## src/rtl/tspp_pkg.sv

```systemverilog
package tspp_pkg;

  localparam int unsigned TICK_RATE_SCALE = 32'd1073741824;
  localparam int unsigned NUM_AXES        = 3;

  localparam int unsigned CFG_IDX_W  = 3;
  localparam int unsigned CFG_DATA_W = 27;
  localparam int unsigned TICKS_W    = 27;
  localparam int unsigned RATE_W     = 20;
  localparam int unsigned ACC_W      = 20;

  localparam logic [CFG_IDX_W-1:0] CFG_TICKS     = 3'd0;
  localparam logic [CFG_IDX_W-1:0] CFG_RATE_BASE = 3'd1;
  localparam logic [CFG_IDX_W-1:0] CFG_ACC_BASE  = 3'd4;

  localparam logic [TICKS_W-1:0] TICKS_RST = 27'd10000;
  localparam logic [RATE_W-1:0]  RATE_RST  = 20'd10000;
  localparam logic [ACC_W-1:0]   ACC_RST   = 20'd1000;

  localparam int unsigned Q_DEPTH   = 2;
  localparam int unsigned DIV_NUM_W = 96;
  localparam int unsigned DIV_DEN_W = 64;
  localparam int unsigned DIV_STEPS = DIV_NUM_W;
  localparam int unsigned NUM_LANES = 4;

  typedef enum logic [1:0] {
    ST_OK   = 2'd0,
    ST_BUSY = 2'd1,
    ST_ZERO = 2'd2
  } status_e;

  typedef struct packed {
    logic               linear;
    status_e            status;
    logic [30:0]        steps;
    logic [31:0]        mv_dist;
    logic [31:0]        entry;
    logic [31:0]        exit_spd;
    logic [31:0]        req;
    logic [31:0]        cap;
    logic [ACC_W-1:0]   accl;
  } job_t;

  typedef struct packed {
    logic load;
    logic step;
  } div_ctl_t;

endpackage

```

## src/rtl/tspp_fifo.sv

```systemverilog
module tspp_fifo (
  input  logic           clk_i,
  input  logic           rst_ni,
  input  logic           push_i,
  input  tspp_pkg::job_t data_i,
  input  logic           pop_i,
  output logic           full_o,
  output logic           valid_o,
  output tspp_pkg::job_t data_o
);

  localparam int unsigned DEPTH = tspp_pkg::Q_DEPTH;
  localparam int unsigned PW    = (DEPTH > 1) ? $clog2(DEPTH) : 1;
  localparam int unsigned CW    = $clog2(DEPTH + 1);

  tspp_pkg::job_t mem_q [DEPTH];
  logic [PW-1:0]  wr_q;
  logic [PW-1:0]  rd_q;
  logic [CW-1:0]  cnt_q;

  assign full_o  = cnt_q == CW'(DEPTH);
  assign valid_o = cnt_q != '0;
  assign data_o  = mem_q[rd_q];

  always_ff @(posedge clk_i) begin
    if (push_i) begin
      mem_q[wr_q] <= data_i;
    end
  end

  always_ff @(posedge clk_i or negedge rst_ni) begin
    if (!rst_ni) begin
      wr_q  <= '0;
      rd_q  <= '0;
      cnt_q <= '0;
    end else begin
      if (push_i) begin
        wr_q <= (wr_q == PW'(DEPTH - 1)) ? '0 : wr_q + 1'b1;
      end
      if (pop_i) begin
        rd_q <= (rd_q == PW'(DEPTH - 1)) ? '0 : rd_q + 1'b1;
      end
      if (push_i && !pop_i) begin
        cnt_q <= cnt_q + 1'b1;
      end else if (pop_i && !push_i) begin
        cnt_q <= cnt_q - 1'b1;
      end
    end
  end

endmodule

```

## config.mk

```make
export PLATFORM = sky130hd
export DESIGN_NAME = tspp_fifo
export DESIGN_NICKNAME = d
export VERILOG_FILES = /design/src/rtl/tspp_pkg.sv /design/src/rtl/tspp_fifo.sv
export SDC_FILE = /design/constraint.sdc
export NUM_CORES = 1
export LEC_CHECK = 0
export BUFFER_PORTS_ARGS = -buffer_cell sky130_fd_sc_hd__buf_4
export CORE_MARGIN = 3
export CORE_UTILIZATION = 50
export DETAILED_ROUTE_END_ITERATION = 12
export MAX_ROUTING_LAYER = met4
export PLACE_DENSITY = 0.77
export SYNTH_ARGS = -nofsm -noshare
export SYNTH_HDL_FRONTEND = slang
export SYNTH_SLANG_ARGS = --single-unit
```

## constraint.sdc

```tcl
create_clock -name clk_i -period 14 [get_ports clk_i]
set_input_delay 2.1 -clock clk_i [delete_from_list [all_inputs] [get_ports clk_i]]
set_output_delay 2.1 -clock clk_i [all_outputs]
set_load 0.01 [all_outputs]
```

# [After elaboration in Yosys (flattened, before gate mapping)]
# Memory sizes are Yosys's and may differ from the RTL's.
# Cells that the tools add are included.
[totals] regBits=4 mem_bits_rw=428 in_bits=218 output_inout_bits=216 elab_cells=21 mem_count=1
[memory_table] name="mem_q" depth=2 width=214 rd=1 rd_ports_with_merged_regs=0 wr=1 line_no="tspp_fifo.sv:16" text="tspp_pkg::job_t mem_q [DEPTH];"
[classes] addsub=4 eq_ne=1 muxes=6 n_reduce_logical=6
[ops] cell="two-way mux 1 bit" count=4
[ops] cell="two-way mux 2 bit" count=2
[ops] cell="nonzero test 2 bit" count=2
[ops] cell="adder 1 bit, second input constant" count=2
[ops] cell="adder 2 x 1 -> 2 bit, second input constant" count=1
[ops] cell="== test 2 bit, second input constant" count=1
[ops] cell="logical AND 1 bit" count=2
[ops] cell="logical NOT 1 bit" count=2
[ops] cell="subtractor 2 x 1 -> 2 bit, second input constant" count=1

# [Longest topological paths before layout]
[depth] word_depth=4 depth_mapped=5 mapped_depth_nobuf=5

# [Worst setup path after synthesis]
# OpenSTA, ideal clock, no wires.
[synth_path] path_kind="input port to flip-flop" startpoint="in push_i" endpoint="mem mem_q[0][0] (netlist name) (enable)" setup_ps=818 t_arrival_ps=11322 t_required_ps=13182 slack_ps=1861 stages=1 path_buffers=0 path_cell_list="nor2b_1"
[synth_via] elab_chain_len=2
[synth_rtl] element="from (decl)" line_no="tspp_fifo.sv:4" text="input logic push_i,"
[synth_rtl] element="two-way mux 1 bit" line_no="tspp_fifo.sv:26" text="if (push_i) begin"
[synth_rtl] element="two-way mux 1 bit (implied by the code)" line_no="tspp_fifo.sv:27" text="mem_q[wr_q] <= data_i;"
[synth_rtl] element="to (decl)" line_no="tspp_fifo.sv:16"
# No other way between the ends.

==> flow_summary.toml <==
[status]
outcome = "finished clean"

[worst_setup_path]
reg2reg_from = "wr_q"
cp_max_fo = 61
reg2reg_depth = 3
cp.arrival_ps = 3740
crit_required_ps = 11900
worst-r2r-setup-slack_ps = 11050
cp-end-kind = "output pin"
cp-start-kind = "register"
worst-setup-path-type = "register to output pin"
reg2reg_to = "mem_q[0][72]"

[drt]
finalWirelength_um = 33800
routed_via_density = 4.94
drcViolationCount = 0
drt_iter0_markers = 586
firstDrtPassIters = 4
num_vias = 7971
postRouteAntennaNets = 0
post_drt_wl_per_cell_um = 21.0

[power_and_ir_drop]
p_int_w = 0.00309
power_frac_comb_pct = 33.0
p_sw_share_pct = 27.6
powerDensity_mw_per_mm2 = 202
ir_worst_vdd_v = 0.000188
clock_power_share_pct = 24.6
pwr-share-seq_pct = 42.5
p_leak_nw = 8.34
switching_power_w = 0.00118

[sta]
hold_violations = 0
finalMaxSlewViolations = 0
setup_tns_ps = 0
rsz0062_at_grt = "no"
fmax_mhz = 171
fin_ws_ps = 8160
clock_skew_ps = 14.9
fin_crit_ps = 5840
slew_headroom_pct = 20.7
tightest_slew_ps = 1190
fin_crit_sh_pct = 41.7
setup_violations = 0

[synthesis]
yosysTopAreaCell = "edfxtp_1"
ys_types = 14
synth_area_leaders = "edfxtp_1 79%, mux2_4 14%, mux2_2 4.4%, buf_6 1.2%, dfrtp_1 0.62%"
syn_inst = 682
yosys_warnings = 0
synth_top_area_share_pct = 79.1
syn_area_mm2 = 0.0162
syn_avg_cell_area_um2 = 23.8
ys_ff_latch = 432
syn_nets = 901
seq_area_frac_synth_pct = 79.7

[global_route]
track_usage_pct = 19.1
use_met2_pct = 32.2
gr-total-overflow = 0
grt_most_used_layer = "met2"
met1_usage_pct = 21.7
grt_pass1_wl_um = 48500
grtUsageMet3_pct = 5.74
grt_max_degree = 75
first_global_vias = 8279
antenna_found_initial = 1

[clock_tree]
cts_resized = 0
cts_tree = "done"
clk_path_buf_depth = 3
clock_sinks = 432
path_clk_slew_ps = 50
h-tree-depth = 2
post-cts-setup-buffers = 0
cts-root-buf = "clkbuf_16"
cts_buffers = 44
holdBufCountCts = 0
insertion_delay_ps = 530

[placed_design]
port_buffers = 433
gp_congestion = 0.769
placed_cell_area_mm2 = 0.0199
place_ws_ps = 8670
place_inst = 1534
post-dp-hpwl_um = 23400

[cells_and_area]
finalNonFillerCells = 1613
final_area_mm2 = 0.0212
layout-drive-gt1-share_pct = 60.4
final_common_cell = "buf_4"
layout_common_cells = "441 x buf_4, 428 x edfxtp_1, 150 x mux2_4"
nets = 1364
synthToLayoutAreaGrowth_pct = 30.4

[floorplanning]
io_pins = 434
core-area_mm2 = 0.0318
die_area_mm2 = 0.0347
start_util_pct = 51.1
die_w_um = 186
row_count = 65
die_y_um = 186

[hold_path]
hold_class = "register to register"
min-delay-start = "cnt_q[1]"
worstHoldPathCells = 1
min_to = "cnt_q[1]"

[run]
maxCapViolations = 0
critical path: stages, from the launching register on:
cell and delay, ps:
dfrtp_4 960, buf_4 860, buf_4 740, mux2_2 410
buf_4 150
area by class of cell:
| type | count | area (um^2) |
|---|---|---|
| antenna | 1 | 2.50 |
| clock buffer | 60 | 1180 |
| clock inverter | 18 | 111 |
| fill | 2142 | 10600 |
| inverter | 1 | 3.75 |
| multi-input combinational | 225 | 3070 |
| sequential | 432 | 13000 |
| tap | 435 | 544 |
| timing repair buffer | 441 | 3310 |
worst max path at each step:
stage          startpoint          end  slack, ps  cells past startpoint
2_1_floorplan      push_i  mem_q[0][0]       1860                      1
3_3_place_gp         rd_q  data_o[198]       8690                      4
3_5_place_dp         rd_q  data_o[198]       8670                      4
4_1_cts              rd_q  data_o[198]       8090                      4
5_1_grt              rd_q  data_o[198]       7960                      4
6_report             rd_q  data_o[198]       8160                      4
cells in the mapped netlist:
master and count:
xor2_1 4, buf_2 6, buf_6 18, inv_1 1
mux2_4 150, ha_1 1, xnor2_1 1, or2_2 1
nor2_1 1, and2_1 1, edfxtp_1 428, dfrtp_1 4
mux2_2 64, nor2b_1 2
per-layer routing:
metal	vias to the layer above	share of wire, %
met5	-	0
met4	0	3.1
met3	63	8.8
met2	315	52
met1	3945	36
li1	3648	-
sequential cells by signal, indices dropped and copies added (netlist names):
signal and flops:
rd_q 1, cnt_q 2, mem_q 428, wr_q 1
power groups by stage:
stage	Combinational, W	Clock, W	Sequential [W]
4_1_cts	0.00143	0.00108	0.00182
2_1_floorplan	0.000883	0	0.00186
6_report	0.00141	0.00105	0.00181
3_3_place_gp	0.00141	0	0.00183
3_5_place_dp	0.00143	0	0.00184
5_1_grt	0.00149	0.00114	0.00184
through the flow:
| stage | power, W | utilization (%) | hold slack (ps) |
|---|---|---|---|
| 4_1_cts | 0.00433 | 66.6 | 485 |
| 3_3_place_gp | 0.00325 | 62.5 | 476 |
| 5_1_grt | 0.00447 | 66.6 | 521 |
| 2_1_floorplan | 0.00275 | - | 447 |
| 3_5_place_dp | 0.00327 | 62.5 | 469 |
| 6_report | 0.00427 | 66.6 | 486 |
kinds of logic (layout without fill, tap and decap cells):
logic type,Yosys count,in the layout,synth area share [%]
DFF,432,432,79.7
muxes,214,214,18.3
buffers and inverters,25,520,1.46
xor gates and xnor gates,5,5,0.270
and+or+nand+nor,5,5,0.177
adders and majority gates,1,1,0.0770
other,0,1,0
Note: power is estimated with default switching activity, not from simulation.
