==> config.mk <==
export PLATFORM = sky130hd
export DESIGN_NAME = tspp_front
export DESIGN_NICKNAME = d
export VERILOG_FILES = /design/src/rtl/tspp_pkg.sv /design/src/rtl/tspp_front.sv
export SDC_FILE = /design/constraint.sdc
export NUM_CORES = 1
export LEC_CHECK = 0
export BUFFER_PORTS_ARGS = -buffer_cell sky130_fd_sc_hd__buf_2
export CAP_MARGIN = 20
export CELL_PAD_IN_SITES_DETAIL_PLACEMENT = 0
export CELL_PAD_IN_SITES_GLOBAL_PLACEMENT = 1
export CORE_AREA = 4 4 171 173
export DETAILED_ROUTE_END_ITERATION = 16
export DIE_AREA = 0 0 175 177
export HOLD_SLACK_MARGIN = 0.06
export PLACE_DENSITY = 0.77
export REMOVE_ABC_BUFFERS = 1
export SLEW_MARGIN = 20
export SYNTH_ARGS = -nofsm -noshare
export SYNTH_HDL_FRONTEND = slang
export SYNTH_SLANG_ARGS = --single-unit
==> constraint.sdc <==
create_clock -name clk_i -period 6.3 [get_ports clk_i]
set_input_delay 1.89 -clock clk_i [delete_from_list [all_inputs] [get_ports clk_i]]
set_output_delay 1.89 -clock clk_i [all_outputs]
set_load 0.05 [all_outputs]
==> src/rtl/tspp_pkg.sv <==
package tspp_pkg;

  localparam int unsigned TICK_RATE_SCALE = 32'd1073741824;
  localparam int unsigned NUM_AXES        = 3;

  localparam int unsigned CFG_IDX_W  = 3;
  localparam int unsigned CFG_DATA_W = 27;
  localparam int unsigned TICKS_W    = 27;
  localparam int unsigned RATE_W     = 20;
  localparam int unsigned ACC_W      = 20;

  localparam logic [CFG_IDX_W-1:0] CFG_TICKS     = 3'd0;
  localparam logic [CFG_IDX_W-1:0] CFG_RATE_BASE = 3'd1;
  localparam logic [CFG_IDX_W-1:0] CFG_ACC_BASE  = 3'd4;

  localparam logic [TICKS_W-1:0] TICKS_RST = 27'd10000;
  localparam logic [RATE_W-1:0]  RATE_RST  = 20'd10000;
  localparam logic [ACC_W-1:0]   ACC_RST   = 20'd1000;

  localparam int unsigned Q_DEPTH   = 2;
  localparam int unsigned DIV_NUM_W = 96;
  localparam int unsigned DIV_DEN_W = 64;
  localparam int unsigned DIV_STEPS = DIV_NUM_W;
  localparam int unsigned NUM_LANES = 4;

  typedef enum logic [1:0] {
    ST_OK   = 2'd0,
    ST_BUSY = 2'd1,
    ST_ZERO = 2'd2
  } status_e;

  typedef struct packed {
    logic               linear;
    status_e            status;
    logic [30:0]        steps;
    logic [31:0]        mv_dist;
    logic [31:0]        entry;
    logic [31:0]        exit_spd;
    logic [31:0]        req;
    logic [31:0]        cap;
    logic [ACC_W-1:0]   accl;
  } job_t;

  typedef struct packed {
    logic load;
    logic step;
  } div_ctl_t;

endpackage

==> src/rtl/tspp_front.sv <==
module tspp_front #(
  parameter int unsigned NUM_AXES = tspp_pkg::NUM_AXES
) (
  input  logic                              clk_i,
  input  logic                              rst_ni,
  input  logic                              cfg_we_i,
  input  logic [tspp_pkg::CFG_IDX_W-1:0]    cfg_idx_i,
  input  logic [tspp_pkg::CFG_DATA_W-1:0]   cfg_data_i,
  input  logic                              in_valid_i,
  output logic                              in_stall_o,
  input  logic                              func_i,
  input  logic                              block_busy_i,
  input  logic [1:0]                        dominant_axis_i,
  input  logic signed [31:0]                dominant_steps_i,
  input  logic [31:0]                       move_distance_i,
  input  logic [31:0]                       entry_speed_i,
  input  logic [31:0]                       exit_speed_i,
  input  logic [31:0]                       requested_speed_i,
  input  logic                              full_i,
  output logic                              push_o,
  output tspp_pkg::job_t                    job_o,
  output logic [tspp_pkg::TICKS_W-1:0]      ticks_o
);

  localparam int unsigned AXW = (NUM_AXES > 1) ? $clog2(NUM_AXES) : 1;

  logic [tspp_pkg::TICKS_W-1:0] tps_q;
  logic [tspp_pkg::RATE_W-1:0]  rate_q [NUM_AXES];
  logic [tspp_pkg::ACC_W-1:0]   accm_q [NUM_AXES];

  always_ff @(posedge clk_i or negedge rst_ni) begin
    if (!rst_ni) begin
      tps_q <= tspp_pkg::TICKS_RST;
      for (int a = 0; a < NUM_AXES; a++) begin
        rate_q[a] <= tspp_pkg::RATE_RST;
        accm_q[a] <= tspp_pkg::ACC_RST;
      end
    end else if (cfg_we_i) begin
      if (cfg_idx_i == tspp_pkg::CFG_TICKS) begin
        tps_q <= cfg_data_i[tspp_pkg::TICKS_W-1:0];
      end
      for (int a = 0; a < NUM_AXES; a++) begin
        if (cfg_idx_i == tspp_pkg::CFG_IDX_W'(tspp_pkg::CFG_RATE_BASE + a)) begin
          rate_q[a] <= cfg_data_i[tspp_pkg::RATE_W-1:0];
        end
        if (cfg_idx_i == tspp_pkg::CFG_IDX_W'(tspp_pkg::CFG_ACC_BASE + a)) begin
          accm_q[a] <= cfg_data_i[tspp_pkg::ACC_W-1:0];
        end
      end
    end
  end

  assign ticks_o = (tps_q == '0) ? tspp_pkg::TICKS_W'(1) : tps_q;

  logic [31:0]    raw;
  logic [31:0]    mag;
  logic [30:0]    steps;
  logic [AXW-1:0] ax;

  assign raw = dominant_steps_i;

  always_comb begin
    mag   = raw[31] ? (~raw + 32'd1) : raw;
    // most negative count saturates to the largest magnitude
    steps = mag[31] ? '1 : mag[30:0];
    if (32'(dominant_axis_i) >= 32'(NUM_AXES)) begin
      ax = AXW'(NUM_AXES - 1);
    end else begin
      ax = AXW'(dominant_axis_i);
    end
  end

  always_comb begin
    job_o.linear   = func_i;
    job_o.steps    = steps;
    job_o.mv_dist  = (move_distance_i == '0) ? 32'd1 : move_distance_i;
    job_o.entry    = entry_speed_i;
    job_o.exit_spd = exit_speed_i;
    job_o.req      = requested_speed_i;
    job_o.cap      = {rate_q[ax], 12'b0};
    job_o.accl     = (accm_q[ax] == '0) ? tspp_pkg::ACC_W'(1) : accm_q[ax];
    if (block_busy_i) begin
      job_o.status = tspp_pkg::ST_BUSY;
    end else if (steps == '0) begin
      job_o.status = tspp_pkg::ST_ZERO;
    end else begin
      job_o.status = tspp_pkg::ST_OK;
    end
  end

  assign in_stall_o = full_i;
  assign push_o     = in_valid_i && !full_i;

endmodule

; After elaboration in Yosys (flattened, before gate mapping)
; Index checks and enable logic that the tools add are counted.
[op_classes]
add_sub_neg = 1
magnitude_cmp = 2
n_bitwise = 2
div = 0
eq_ne = 6
shift = 0
reduce_logical = 14
mux = 14
mul = 0
[ops]
columns = op, n
row1 = 20-bit two-way mux, 5
row2 = 20-bit binary-select mux with 2-bit select, 2
row3 = 32-bit two-way mux, 2
row4 = "32-bit by 1-bit adder with 32-bit output, second input constant", 1
row5 = 32-bit zero test, 1
row6 = 32-bit inverter, 1
row7 = 31-bit zero test, 1
row8 = 31-bit two-way mux, 1
row9 = 27-bit zero test, 1
row10 = 27-bit two-way mux, 1
row11 = 20-bit zero test, 1
row12 = 2-bit AND reduction, 7
row13 = "3-bit == test, second input constant", 3
row14 = "3-bit by 2-bit == test with 1-bit output, second input constant", 2
row15 = 2-bit two-way mux, 3
row16 = "3-bit by 1-bit == test with 1-bit output, second input constant", 1
row17 = "3-bit greater-or-equal comparator, second input constant", 1
row18 = 3-bit zero test, 1
row19 = 2-bit inverter with 3-bit output, 1
row20 = "2-bit greater-or-equal comparator, second input constant", 1
row21 = 1-bit logical AND, 1
row22 = 1-bit zero test, 1
[word_totals]
regBits = 147
rom_bits = 0
input_bits = 199
mem_bits_rw = 0
latch_bits = 0
out_inout_bits = 243
memories = 0

; Depth between registers and ports, before layout
; Gate-level depths: netlist of the first run.
[depth]
depth_word = 8
mapped_depth = 9
depth_no_buf = 9

; Least setup slack after synthesis of the first run
; No wires, ideal clock.
[synth_path]
path_kind = input -> output
start = in dominant_axis_i[0]
end = out job_o[0] (netlist bit)
required_time_ns = 4.410
setup_slack_ns = -0.234
arrival_ns = 4.644
n_path_buf = 2
stages = 7
path_cell_list = clkbuf_1 buf_1 mux2i_1 o21ai_0 nor4_1 nand4_1 o221ai_1
[synth_rtl]
columns = item, line
row1 = from (decl), tspp_front.sv:13  ; input logic [1:0] dominant_axis_i,
row2 = to (decl), tspp_front.sv:21  ; output tspp_pkg::job_t job_o,

==> results of run 1 <==
## registers in the layout (all words and copies together) (netlist names)
signal,cells
tps_q,27
accm_q,60
rate_q,60
## layout make-up
type / count / area, µm²
fillers: 2772 / 17100
multi-input cells: 493 / 3910
flip-flops and latches: 147 / 3730
repair buffers: 315 / 1840
well taps: 378 / 473
clock buffers: 17 / 425
clock inverters: 15 / 124
inverters: 4 / 15.0
diodes: 4 / 10.0
## worst max-delay path, stage by stage
cell and delay (ps):
buf_6 90, or4_4 530, or3_4 350, buf_4 170
nor3_1 230, a31oi_1 120, o21ba_2 220, nor4_2 290
and4b_1 250, buf_6 160
## report_power, final
| group | internal, mW | total, mW | switching, mW |
|---|---|---|---|
| Sequential | 1.19 | 1.31 | 0.119 |
| Combinational | 0.374 | 1.15 | 0.775 |
| Clock | 0.514 | 0.936 | 0.422 |
| Total | 2.08 | 3.40 | 1.32 |
## final timing paths
kind                                       from    endpoint  slack [ps]  depth (start not counted)
max reg2reg                            tps_q[1]    tps_q[1]        5430                          1
min reg2reg                          accm_q[44]  accm_q[44]         510                          1
max                        dominant_steps_i[21]  job_o[212]          90                         10
max in group asynchronous                rst_ni   rate_q[6]        3510                          2
min in group asynchronous                rst_ni  rate_q[19]        1530                          1
min                                  accm_q[44]  accm_q[44]         510                          1
## kinds of logic after synthesis
logic type | share of synthesized area (%)
buffers and inverters | 14.2
multiplexers | 24.0
AND/OR/NAND/NOR | 10.7
flip-flops | 42.6
AO/OA/AOI/OAI | 6.20
XOR/XNOR | 2.20
adder cells (fa/ha/maj) | 0.143
other | 0.0429
## Yosys cell counts, types with 2 or more instances
master and instances:
mux2_2 148, buf_4 111, dfrtp_1 109, clkbuf_1 93, nand2_1 73, o21ai_0 53, mux2i_1 43, dfstp_2 38
nor4_1 25, xor2_1 16, nor2_1 11, nor3_1 10, nand4_1 9, o31ai_1 9, or3_1 9, nand2b_1 6
nor3b_1 6, xnor2_1 6, a21oi_1 5, buf_1 5, o41ai_1 5, or4_1 5, inv_1 4, nand3_1 4
nand4b_1 4, a31oi_1 3, and3_1 3, nor2b_1 3, a32oi_1 2, a41oi_1 2, buf_2 2, o21bai_1 2
or2_2 2
## metrics by stage
step                setup TNS (ps)  setup slack (ps)  util (%)  total power, mW
floorplan                     -253              -253         -             2.05
global placement             -97.6             -97.6      35.7             2.46
detailed placement            -113              -113      35.7             2.48
CTS                          -11.2             -11.2      37.8             3.42
global route                 -31.4             -31.4      38.1             3.56
finish                           0              89.2      38.1             3.40
## metal layers
metal / share of wire [%] / vias to the layer above / wire length, µm / GRT usage, %
li1: - / 3091 / - / -
met1: 36 / 3388 / 13500 / 25.6
met2: 44 / 454 / 16600 / 36.7
met3: 14 / 57 / 5290 / 14.3
met4: 4.9 / 8 / 1810 / 9.56
met5: 0.52 / - / 195 / 4.65
## timing repair
action | 4_1_cts | 5_1_grt
pin swaps | 3 | 3
gates resized for setup | 7 | 15
endpoints found under the setup margin | 1 | 14
==> impl_metrics.env, run 1 <==
export IMPL_rsz0062_at_grt="true"
export IMPL_cts_hold_buffers=0
export IMPL_hpwl_mm=30.6
export IMPL_cp_end_kind="output pin"
export IMPL_vias=6998
export IMPL_max_cap_violations=0
export IMPL_cts_clk_slew_worst_paths_ps=60
export IMPL_synth_ff_type="dfrtp_1"
export IMPL_ys_seq_area_share_pct=42.6
export IMPL_synthCells=845
export IMPL_htree_num_levels=4
export IMPL_gr_total_overflow=0
export IMPL_cts_tree="yes"
export IMPL_initial_core_util_pct=31.6
export IMPL_dieArea_um2=31000
export IMPL_antenna_left=0
export IMPL_syn_avg_cell_area_um2=10.3
export IMPL_dpl_instance_area_um2=9880
export IMPL_timing_fmax_ghz=0.161
export IMPL_cp_data_required_time_ps=4410
export IMPL_placement_rows=61
export IMPL_min_path_type="register to register"
export IMPL_area_growth_pct=20.3
export IMPL_antenna_found_initial=6
export IMPL_worst_pin_slew_ps=1020
export IMPL_globalplace_congestion=0.983
export IMPL_mostFrequentLayoutCell="buf_2"
export IMPL_synth_top_area_cell="dfrtp_1"
export IMPL_drt_initial_drc_count=308
export IMPL_final_layout_size_suffix_gt1_share_pct=56.2
export IMPL_fin_cells=1373
export IMPL_yosysWarnings=0
export IMPL_ys_async_sr_fraction_pct=100
export IMPL_synth_area_leaders="dfrtp_1 31%, mux2_2 19%, dfstp_2 11%"
export IMPL_grt_pass1_wl_mm=52.2
export IMPL_post_cts_buffers=0
export IMPL_layout_min_cycle_time_ps=6210
export IMPL_crit_type="primary input to output pin"
export IMPL_dr_pass1_iters=4
export IMPL_critical_path_arrival_ps=4320
export IMPL_clkSinkCount=147
export IMPL_numPortBuffers=235
export IMPL_die_h_um=177
export IMPL_cts_root_buf="clkbuf_16"
export IMPL_hold_viol_final=0
export IMPL_grt_pass1_vias=7042
export IMPL_synth_cell_types=52
export IMPL_min_period_over_period_pct=98.6
export IMPL_most_common_layout_cells="230 x buf_2, 148 x mux2_2, 109 x dfrtp_1"
export IMPL_syn_area_um2=8740
export IMPL_synth_edf_count=0
export IMPL_grt_max_degree=96
export IMPL_grt_usage_pct=23.5
export IMPL_slew_headroom_pct=31.8
export IMPL_drc=0
export IMPL_fin_area_um2=10500
export IMPL_pwr_density_cell_nw_per_um2=323
export IMPL_placed_cells=1337
export IMPL_insertion_delay_ps=420
export IMPL_finalNetCount=1178
export IMPL_cp_max_fo=6
export IMPL_cellLeakagePower_nw=4.78
export IMPL_hold_ws_ps=506
export IMPL_drt_total_wl_mm=37.3
export IMPL_crit_path_start_kind="primary input"
export IMPL_ios=442
export IMPL_cts_buffers_inserted=17
export IMPL_setup_viol=0
export IMPL_ys_seq_elements=147
export IMPL_synth_top_area_share_pct=31.2
export IMPL_status="finished, final reports clean"
export IMPL_slew_violations=0
export IMPL_wire_per_inst_um=27.2
export IMPL_die_w_um=175
export IMPL_vdd_drop_max_mv=0.268
export IMPL_avgViaCountPerCell=5.10
export IMPL_final_setup_skew_ps=0
export IMPL_coreArea_um2=27600
export IMPL_clockBufferDepth=2
(Power assumes the default switching activity.)
==> run 2: changes to the inputs <==
--- a/config.mk
+++ b/config.mk
@@ -14,7 +14,6 @@
 export DIE_AREA = 0 0 175 177
 export HOLD_SLACK_MARGIN = 0.06
 export PLACE_DENSITY = 0.77
-export REMOVE_ABC_BUFFERS = 1
 export SLEW_MARGIN = 20
 export SYNTH_ARGS = -nofsm -noshare
 export SYNTH_HDL_FRONTEND = slang
==> impl_metrics.env, run 2 (synthesis gave the netlist of run 1 again) <==
export IMPL_cts_tree="yes"
export IMPL_vdd_drop_max_mv=0.220
export IMPL_layout_min_cycle_time_ps=6300
export IMPL_min_to="rate_q[32]"
export IMPL_crit_type="primary input to output pin"
export IMPL_area_growth_pct=19.7
export IMPL_slew_headroom_pct=45.1
export IMPL_antenna_found_initial=4
export IMPL_globalplace_congestion=0.884
export IMPL_ios=442
export IMPL_wire_per_inst_um=19.5
export IMPL_cts_buffers_inserted=17
export IMPL_vias=6615
export IMPL_grt_pass1_vias=6632
export IMPL_drt_total_wl_mm=26.6
export IMPL_hold_viol_final=0
export IMPL_final_layout_size_suffix_gt1_share_pct=55.8
export IMPL_pwr_density_cell_nw_per_um2=324
export IMPL_initial_core_util_pct=31.6
export IMPL_biggestRegsByFlops="accm_q: 60 flops, rate_q: 60 flops, tps_q: 27 flops"
export IMPL_placement_rows=61
export IMPL_avgViaCountPerCell=4.86
export IMPL_die_w_um=175
export IMPL_numPortBuffers=235
export IMPL_grt_pass1_wl_mm=39.5
export IMPL_status="finished, final reports clean"
export IMPL_drt_initial_drc_count=334
export IMPL_cts_root_buf="clkbuf_16"
export IMPL_n_antenna_cell=0
export IMPL_mostFrequentLayoutCell="buf_2"
export IMPL_final_setup_skew_ps=0
export IMPL_r2r_slack_ps=5440
export IMPL_finalNetCount=1169
export IMPL_min_period_over_period_pct=100
export IMPL_timing_fmax_ghz=0.159
export IMPL_cellLeakagePower_nw=4.74
export IMPL_worst_pin_slew_ps=819
export IMPL_coreArea_um2=27600
export IMPL_cts_hold_buffers=0
export IMPL_clockBufferDepth=2
export IMPL_crit_path_start_kind="primary input"
export IMPL_hold_depth=1
export IMPL_ff2ff_path_depth=1
export IMPL_hpwl_mm=20.8
export IMPL_hold_ws_ps=505
export IMPL_setup_viol=0
export IMPL_cts_clk_slew_worst_paths_ps=60
export IMPL_cp_end_kind="output pin"
export IMPL_drc=0
export IMPL_place_ws_ps=-121
export IMPL_worst_slack_ps=0.324
export IMPL_hp_start="rate_q[32]"
export IMPL_grt_usage_pct=16.4
export IMPL_fin_area_um2=10500
export IMPL_die_h_um=177
export IMPL_dieArea_um2=31000
export IMPL_dr_pass1_iters=4
export IMPL_rsz0062_at_grt="true"
export IMPL_insertion_delay_ps=410
export IMPL_critical_path_arrival_ps=4410
export IMPL_min_path_type="register to register"
export IMPL_cp_max_fo=4
export IMPL_most_common_layout_cells="229 x buf_2, 148 x mux2_2, 109 x dfrtp_1"
export IMPL_gr_total_overflow=0
export IMPL_antenna_left=0
export IMPL_htree_num_levels=4
export IMPL_rr_endpoint="tps_q[19]"
export IMPL_r2r_start="tps_q[19]"
export IMPL_max_cap_violations=0
export IMPL_slew_violations=0
export IMPL_dpl_instance_area_um2=9830
export IMPL_cp_data_required_time_ps=4410
export IMPL_clkSinkCount=147
export IMPL_grt_max_degree=62
run 2: changes by cell type in the layout (fill, tap and decap cells not counted), moves of 2 or more:
cell        delta
clkinvlp_4     +2
o21ai_0        -2
nor4_2         -2
o21ai_1        +2
nor4_1         +2
nor3b_1        +2
clkinv_4       -2
nor3b_2        -2
buf_4          -9
diode_2        -4
inv_8          +2
clkinv_2       -2
run 2: per-layer routing:
layer / GRT usage, % / routed length [µm] / vias up
met5: 0 / 35 / -
met4: 5.11 / 658 / 8
met3: 6.20 / 2370 / 54
met2: 26.1 / 12500 / 267
met1: 20.6 / 11000 / 3229
li1: - / - / 3057
run 2: final cells by class:
class	count	area [µm²]
clock buffers	17	425
well taps	378	473
clock inverters	15	141
inverters	4	15.0
multi-input cells	493	3900
flip-flops and latches	147	3730
repair buffers	306	1780
fillers	2794	17200
run 2: worst max path at each step:
stage | start | cells past startpoint | end
floorplan | dominant_axis_i[0] | 7 | job_o[0]
global placement | dominant_steps_i[21] | 9 | job_o[212]
detailed placement | dominant_steps_i[0] | 11 | job_o[212]
CTS | dominant_steps_i[21] | 9 | job_o[212]
global route | dominant_steps_i[18] | 9 | job_o[212]
finish | dominant_steps_i[18] | 9 | job_o[212]
run 2: power breakdown:
| part | switching [mW] | internal (mW) | leakage (nW) |
|---|---|---|---|
| clock | 0.428 | 0.522 | 0.266 |
| combinational | 0.768 | 0.370 | 2.77 |
| sequential | 0.114 | 1.19 | 1.71 |
| total | 1.31 | 2.08 | 4.74 |
run 2: per-stage QoR:
step	setup TNS (ps)	util (%)	power, mW	instances
after floorplan	0	-	2.31	856
after global placement	-115	35.6	2.44	1327
after detailed placement	-121	35.6	2.47	1327
after CTS	0	37.7	3.43	1359
after global routing	-107	37.9	3.56	1360
final	0	37.9	3.39	1360
run 2: what timing repair did:
action | in CTS | in global routing
endpoints found under the setup margin | 1 | 4
pin swaps | 0 | 6
resized for setup | 6 | 8
buffers inserted | 0 | 1
run 2: critical path, stage by stage:
cell,delay (ps)
buf_6,90
or4_4,540
or3_4,430
or4_4,490
a211oi_2,200
a41oi_1,60
nor4_1,280
and4b_2,280
buf_8,150
==> run 3: changes to the inputs <==
--- a/config.mk
+++ b/config.mk
@@ -12,7 +12,8 @@
 export CORE_AREA = 4 4 171 173
 export DETAILED_ROUTE_END_ITERATION = 16
 export DIE_AREA = 0 0 175 177
-export HOLD_SLACK_MARGIN = 0.06
+export GPL_ROUTABILITY_DRIVEN = 0
+export HOLD_SLACK_MARGIN = 0.08
 export PLACE_DENSITY = 0.77
 export SLEW_MARGIN = 20
 export SYNTH_ARGS = -nofsm -noshare
==> constraint.sdc (replaced) <==
create_clock -name clk_i -period 6.3 [get_ports clk_i]
set_input_delay 1.89 -clock clk_i [delete_from_list [all_inputs] [get_ports clk_i]]
set_output_delay 1.89 -clock clk_i [all_outputs]
set_load 0.01 [all_outputs]
==> impl_metrics.env, run 3 (synthesis gave the netlist of run 1 again) <==
export IMPL_min_period_over_period_pct=99.1
export IMPL_fin_cells=1335
export IMPL_hpwl_mm=19.6
export IMPL_layout_min_cycle_time_ps=6240
export IMPL_cts_hold_buffers=0
export IMPL_fin_area_um2=10200
export IMPL_min_to="accm_q[1]"
export IMPL_initial_core_util_pct=31.6
export IMPL_grt_usage_pct=15.3
export IMPL_finalNetCount=1143
export IMPL_cts_buffers_inserted=17
export IMPL_r2r_start="tps_q[6]"
export IMPL_rr_endpoint="tps_q[6]"
export IMPL_coreArea_um2=27600
export IMPL_crit_path_start_kind="primary input"
export IMPL_cts_clk_slew_worst_paths_ps=60
export IMPL_slew_headroom_pct=38.0
export IMPL_drt_initial_drc_count=409
export IMPL_die_w_um=175
export IMPL_area_growth_pct=16.6
export IMPL_grt_pass1_vias=6478
export IMPL_cts_tree="yes"
export IMPL_drt_total_wl_mm=24.9
export IMPL_worst_pin_slew_ps=930
export IMPL_die_h_um=177
export IMPL_hold_viol_final=0
export IMPL_n_fill_cell=2770
export IMPL_cp_max_fo=6
export IMPL_final_setup_skew_ps=0
export IMPL_pwr_density_cell_nw_per_um2=292
export IMPL_slew_violations=0
export IMPL_setup_viol=0
export IMPL_cellLeakagePower_nw=4.60
export IMPL_antenna_found_initial=1
export IMPL_biggestRegsByFlops="accm_q: 60 flops, rate_q: 60 flops, tps_q: 27 flops"
export IMPL_cp_data_required_time_ps=4410
export IMPL_numPortBuffers=235
export IMPL_mostFrequentLayoutCell="buf_2"
export IMPL_placement_rows=61
export IMPL_insertion_delay_ps=400
export IMPL_cts_root_buf="clkbuf_16"
export IMPL_clkSinkCount=147
export IMPL_ios=442
export IMPL_clockBufferDepth=2
export IMPL_ff2ff_path_depth=1
export IMPL_htree_num_levels=4
export IMPL_dieArea_um2=31000
export IMPL_grt_max_degree=108
export IMPL_hp_start="accm_q[1]"
export IMPL_avgViaCountPerCell=4.89
export IMPL_most_common_layout_cells="232 x buf_2, 148 x mux2_2, 109 x dfrtp_1"
export IMPL_status="finished, final reports clean"
export IMPL_antenna_left=0
export IMPL_critical_path_arrival_ps=4350
export IMPL_dpl_instance_area_um2=9570
export IMPL_grt_pass1_wl_mm=37.5
export IMPL_vdd_drop_max_mv=0.264
export IMPL_crit_type="primary input to output pin"
export IMPL_max_cap_violations=0
export IMPL_gr_total_overflow=0
export IMPL_placed_cells=1301
export IMPL_cp_end_kind="output pin"
export IMPL_hold_depth=1
export IMPL_dr_pass1_iters=4
export IMPL_rsz0062_at_grt="true"
export IMPL_drc=0
export IMPL_vias=6522
export IMPL_min_path_type="register to register"
export IMPL_wire_per_inst_um=18.7
export IMPL_timing_fmax_ghz=0.160
export IMPL_r2r_slack_ps=5490
export IMPL_final_layout_size_suffix_gt1_share_pct=53.8
[run 3: cell types whose count changed in the layout (fill, tap and decap cells not counted), sizes merged]
cell	change
bufinv	+1
clkbuf	+2
inv	-4
clkinv	+1
buf	-26
diode	+1
[run 3: power by group]
group / leakage, nW / internal (mW) / switching, mW / total, mW
registers: 1.71 / 1.19 / 0.111 / 1.30
logic: 2.63 / 0.354 / 0.357 / 0.711
clock network: 0.267 / 0.560 / 0.399 / 0.959
[run 3: metal layers]
| metal | GRT usage [%] | vias up | part of all wire [%] |
|---|---|---|---|
| met1 | 17.7 | 3142 | 39 |
| met2 | 26.0 | 307 | 49 |
| li1 | - | 3012 | - |
| met4 | 5.99 | 0 | 3.5 |
| met5 | 0 | - | 0 |
| met3 | 5.47 | 61 | 9.0 |
[run 3: how the worst max path moves through the flow]
stage                         startpoint  cells after the start    endpoint
global placement     dominant_steps_i[0]                     12  job_o[212]
CTS                  dominant_steps_i[7]                      9  job_o[212]
detailed placement   dominant_steps_i[0]                     12  job_o[212]
finish              dominant_steps_i[18]                     10  job_o[212]
floorplan           dominant_steps_i[18]                      9  job_o[212]
global route        dominant_steps_i[18]                      9  job_o[212]
[run 3: timing repair]
action                                  CTS  global route
pin swaps                                 1             6
gates resized for setup                   0            12
endpoints found under the hold margin     0             0
endpoints found under the setup margin    1             1
buffers inserted                          1             0
[run 3: layout make-up]
class / instances / area, µm² / share of cell area (%)
sequential: 147 / 3730 / 36.5
clock inverter: 13 / 126 / 1.24
inverter: 4 / 15.0 / 0.147
timing repair buffer: 280 / 1540 / 15.1
antenna: 1 / 2.50 / 0.0245
multi-input combinational: 493 / 3870 / 38.0
clock buffer: 19 / 443 / 4.34
tap: 378 / 473 / 4.64
[run 3: worst max-delay path: stages]
cell and delay, ps:
buf_8 100, or4_4 550, or3_4 400, buf_4 170, o41a_1 410, xnor2_1 170, nor2b_1 170, nand4_1 110
and4b_1 250, buf_2 130
[run 3: through the flow]
stage | TNS [ps] | hold WS, ps | total power [mW] | setup WS [ps] | util, %
after floorplan | 0 | 479 | 1.81 | 275 | -
after global placement | 0 | 486 | 2.01 | 9.57 | 34.6
after detailed placement | -4.49 | 493 | 2.03 | -4.49 | 34.6
after CTS | 0 | 507 | 3.01 | 57.5 | 36.7
after global routing | -27.1 | 510 | 3.14 | -27.1 | 36.9
final | 0 | 504 | 2.97 | 55.9 | 36.9
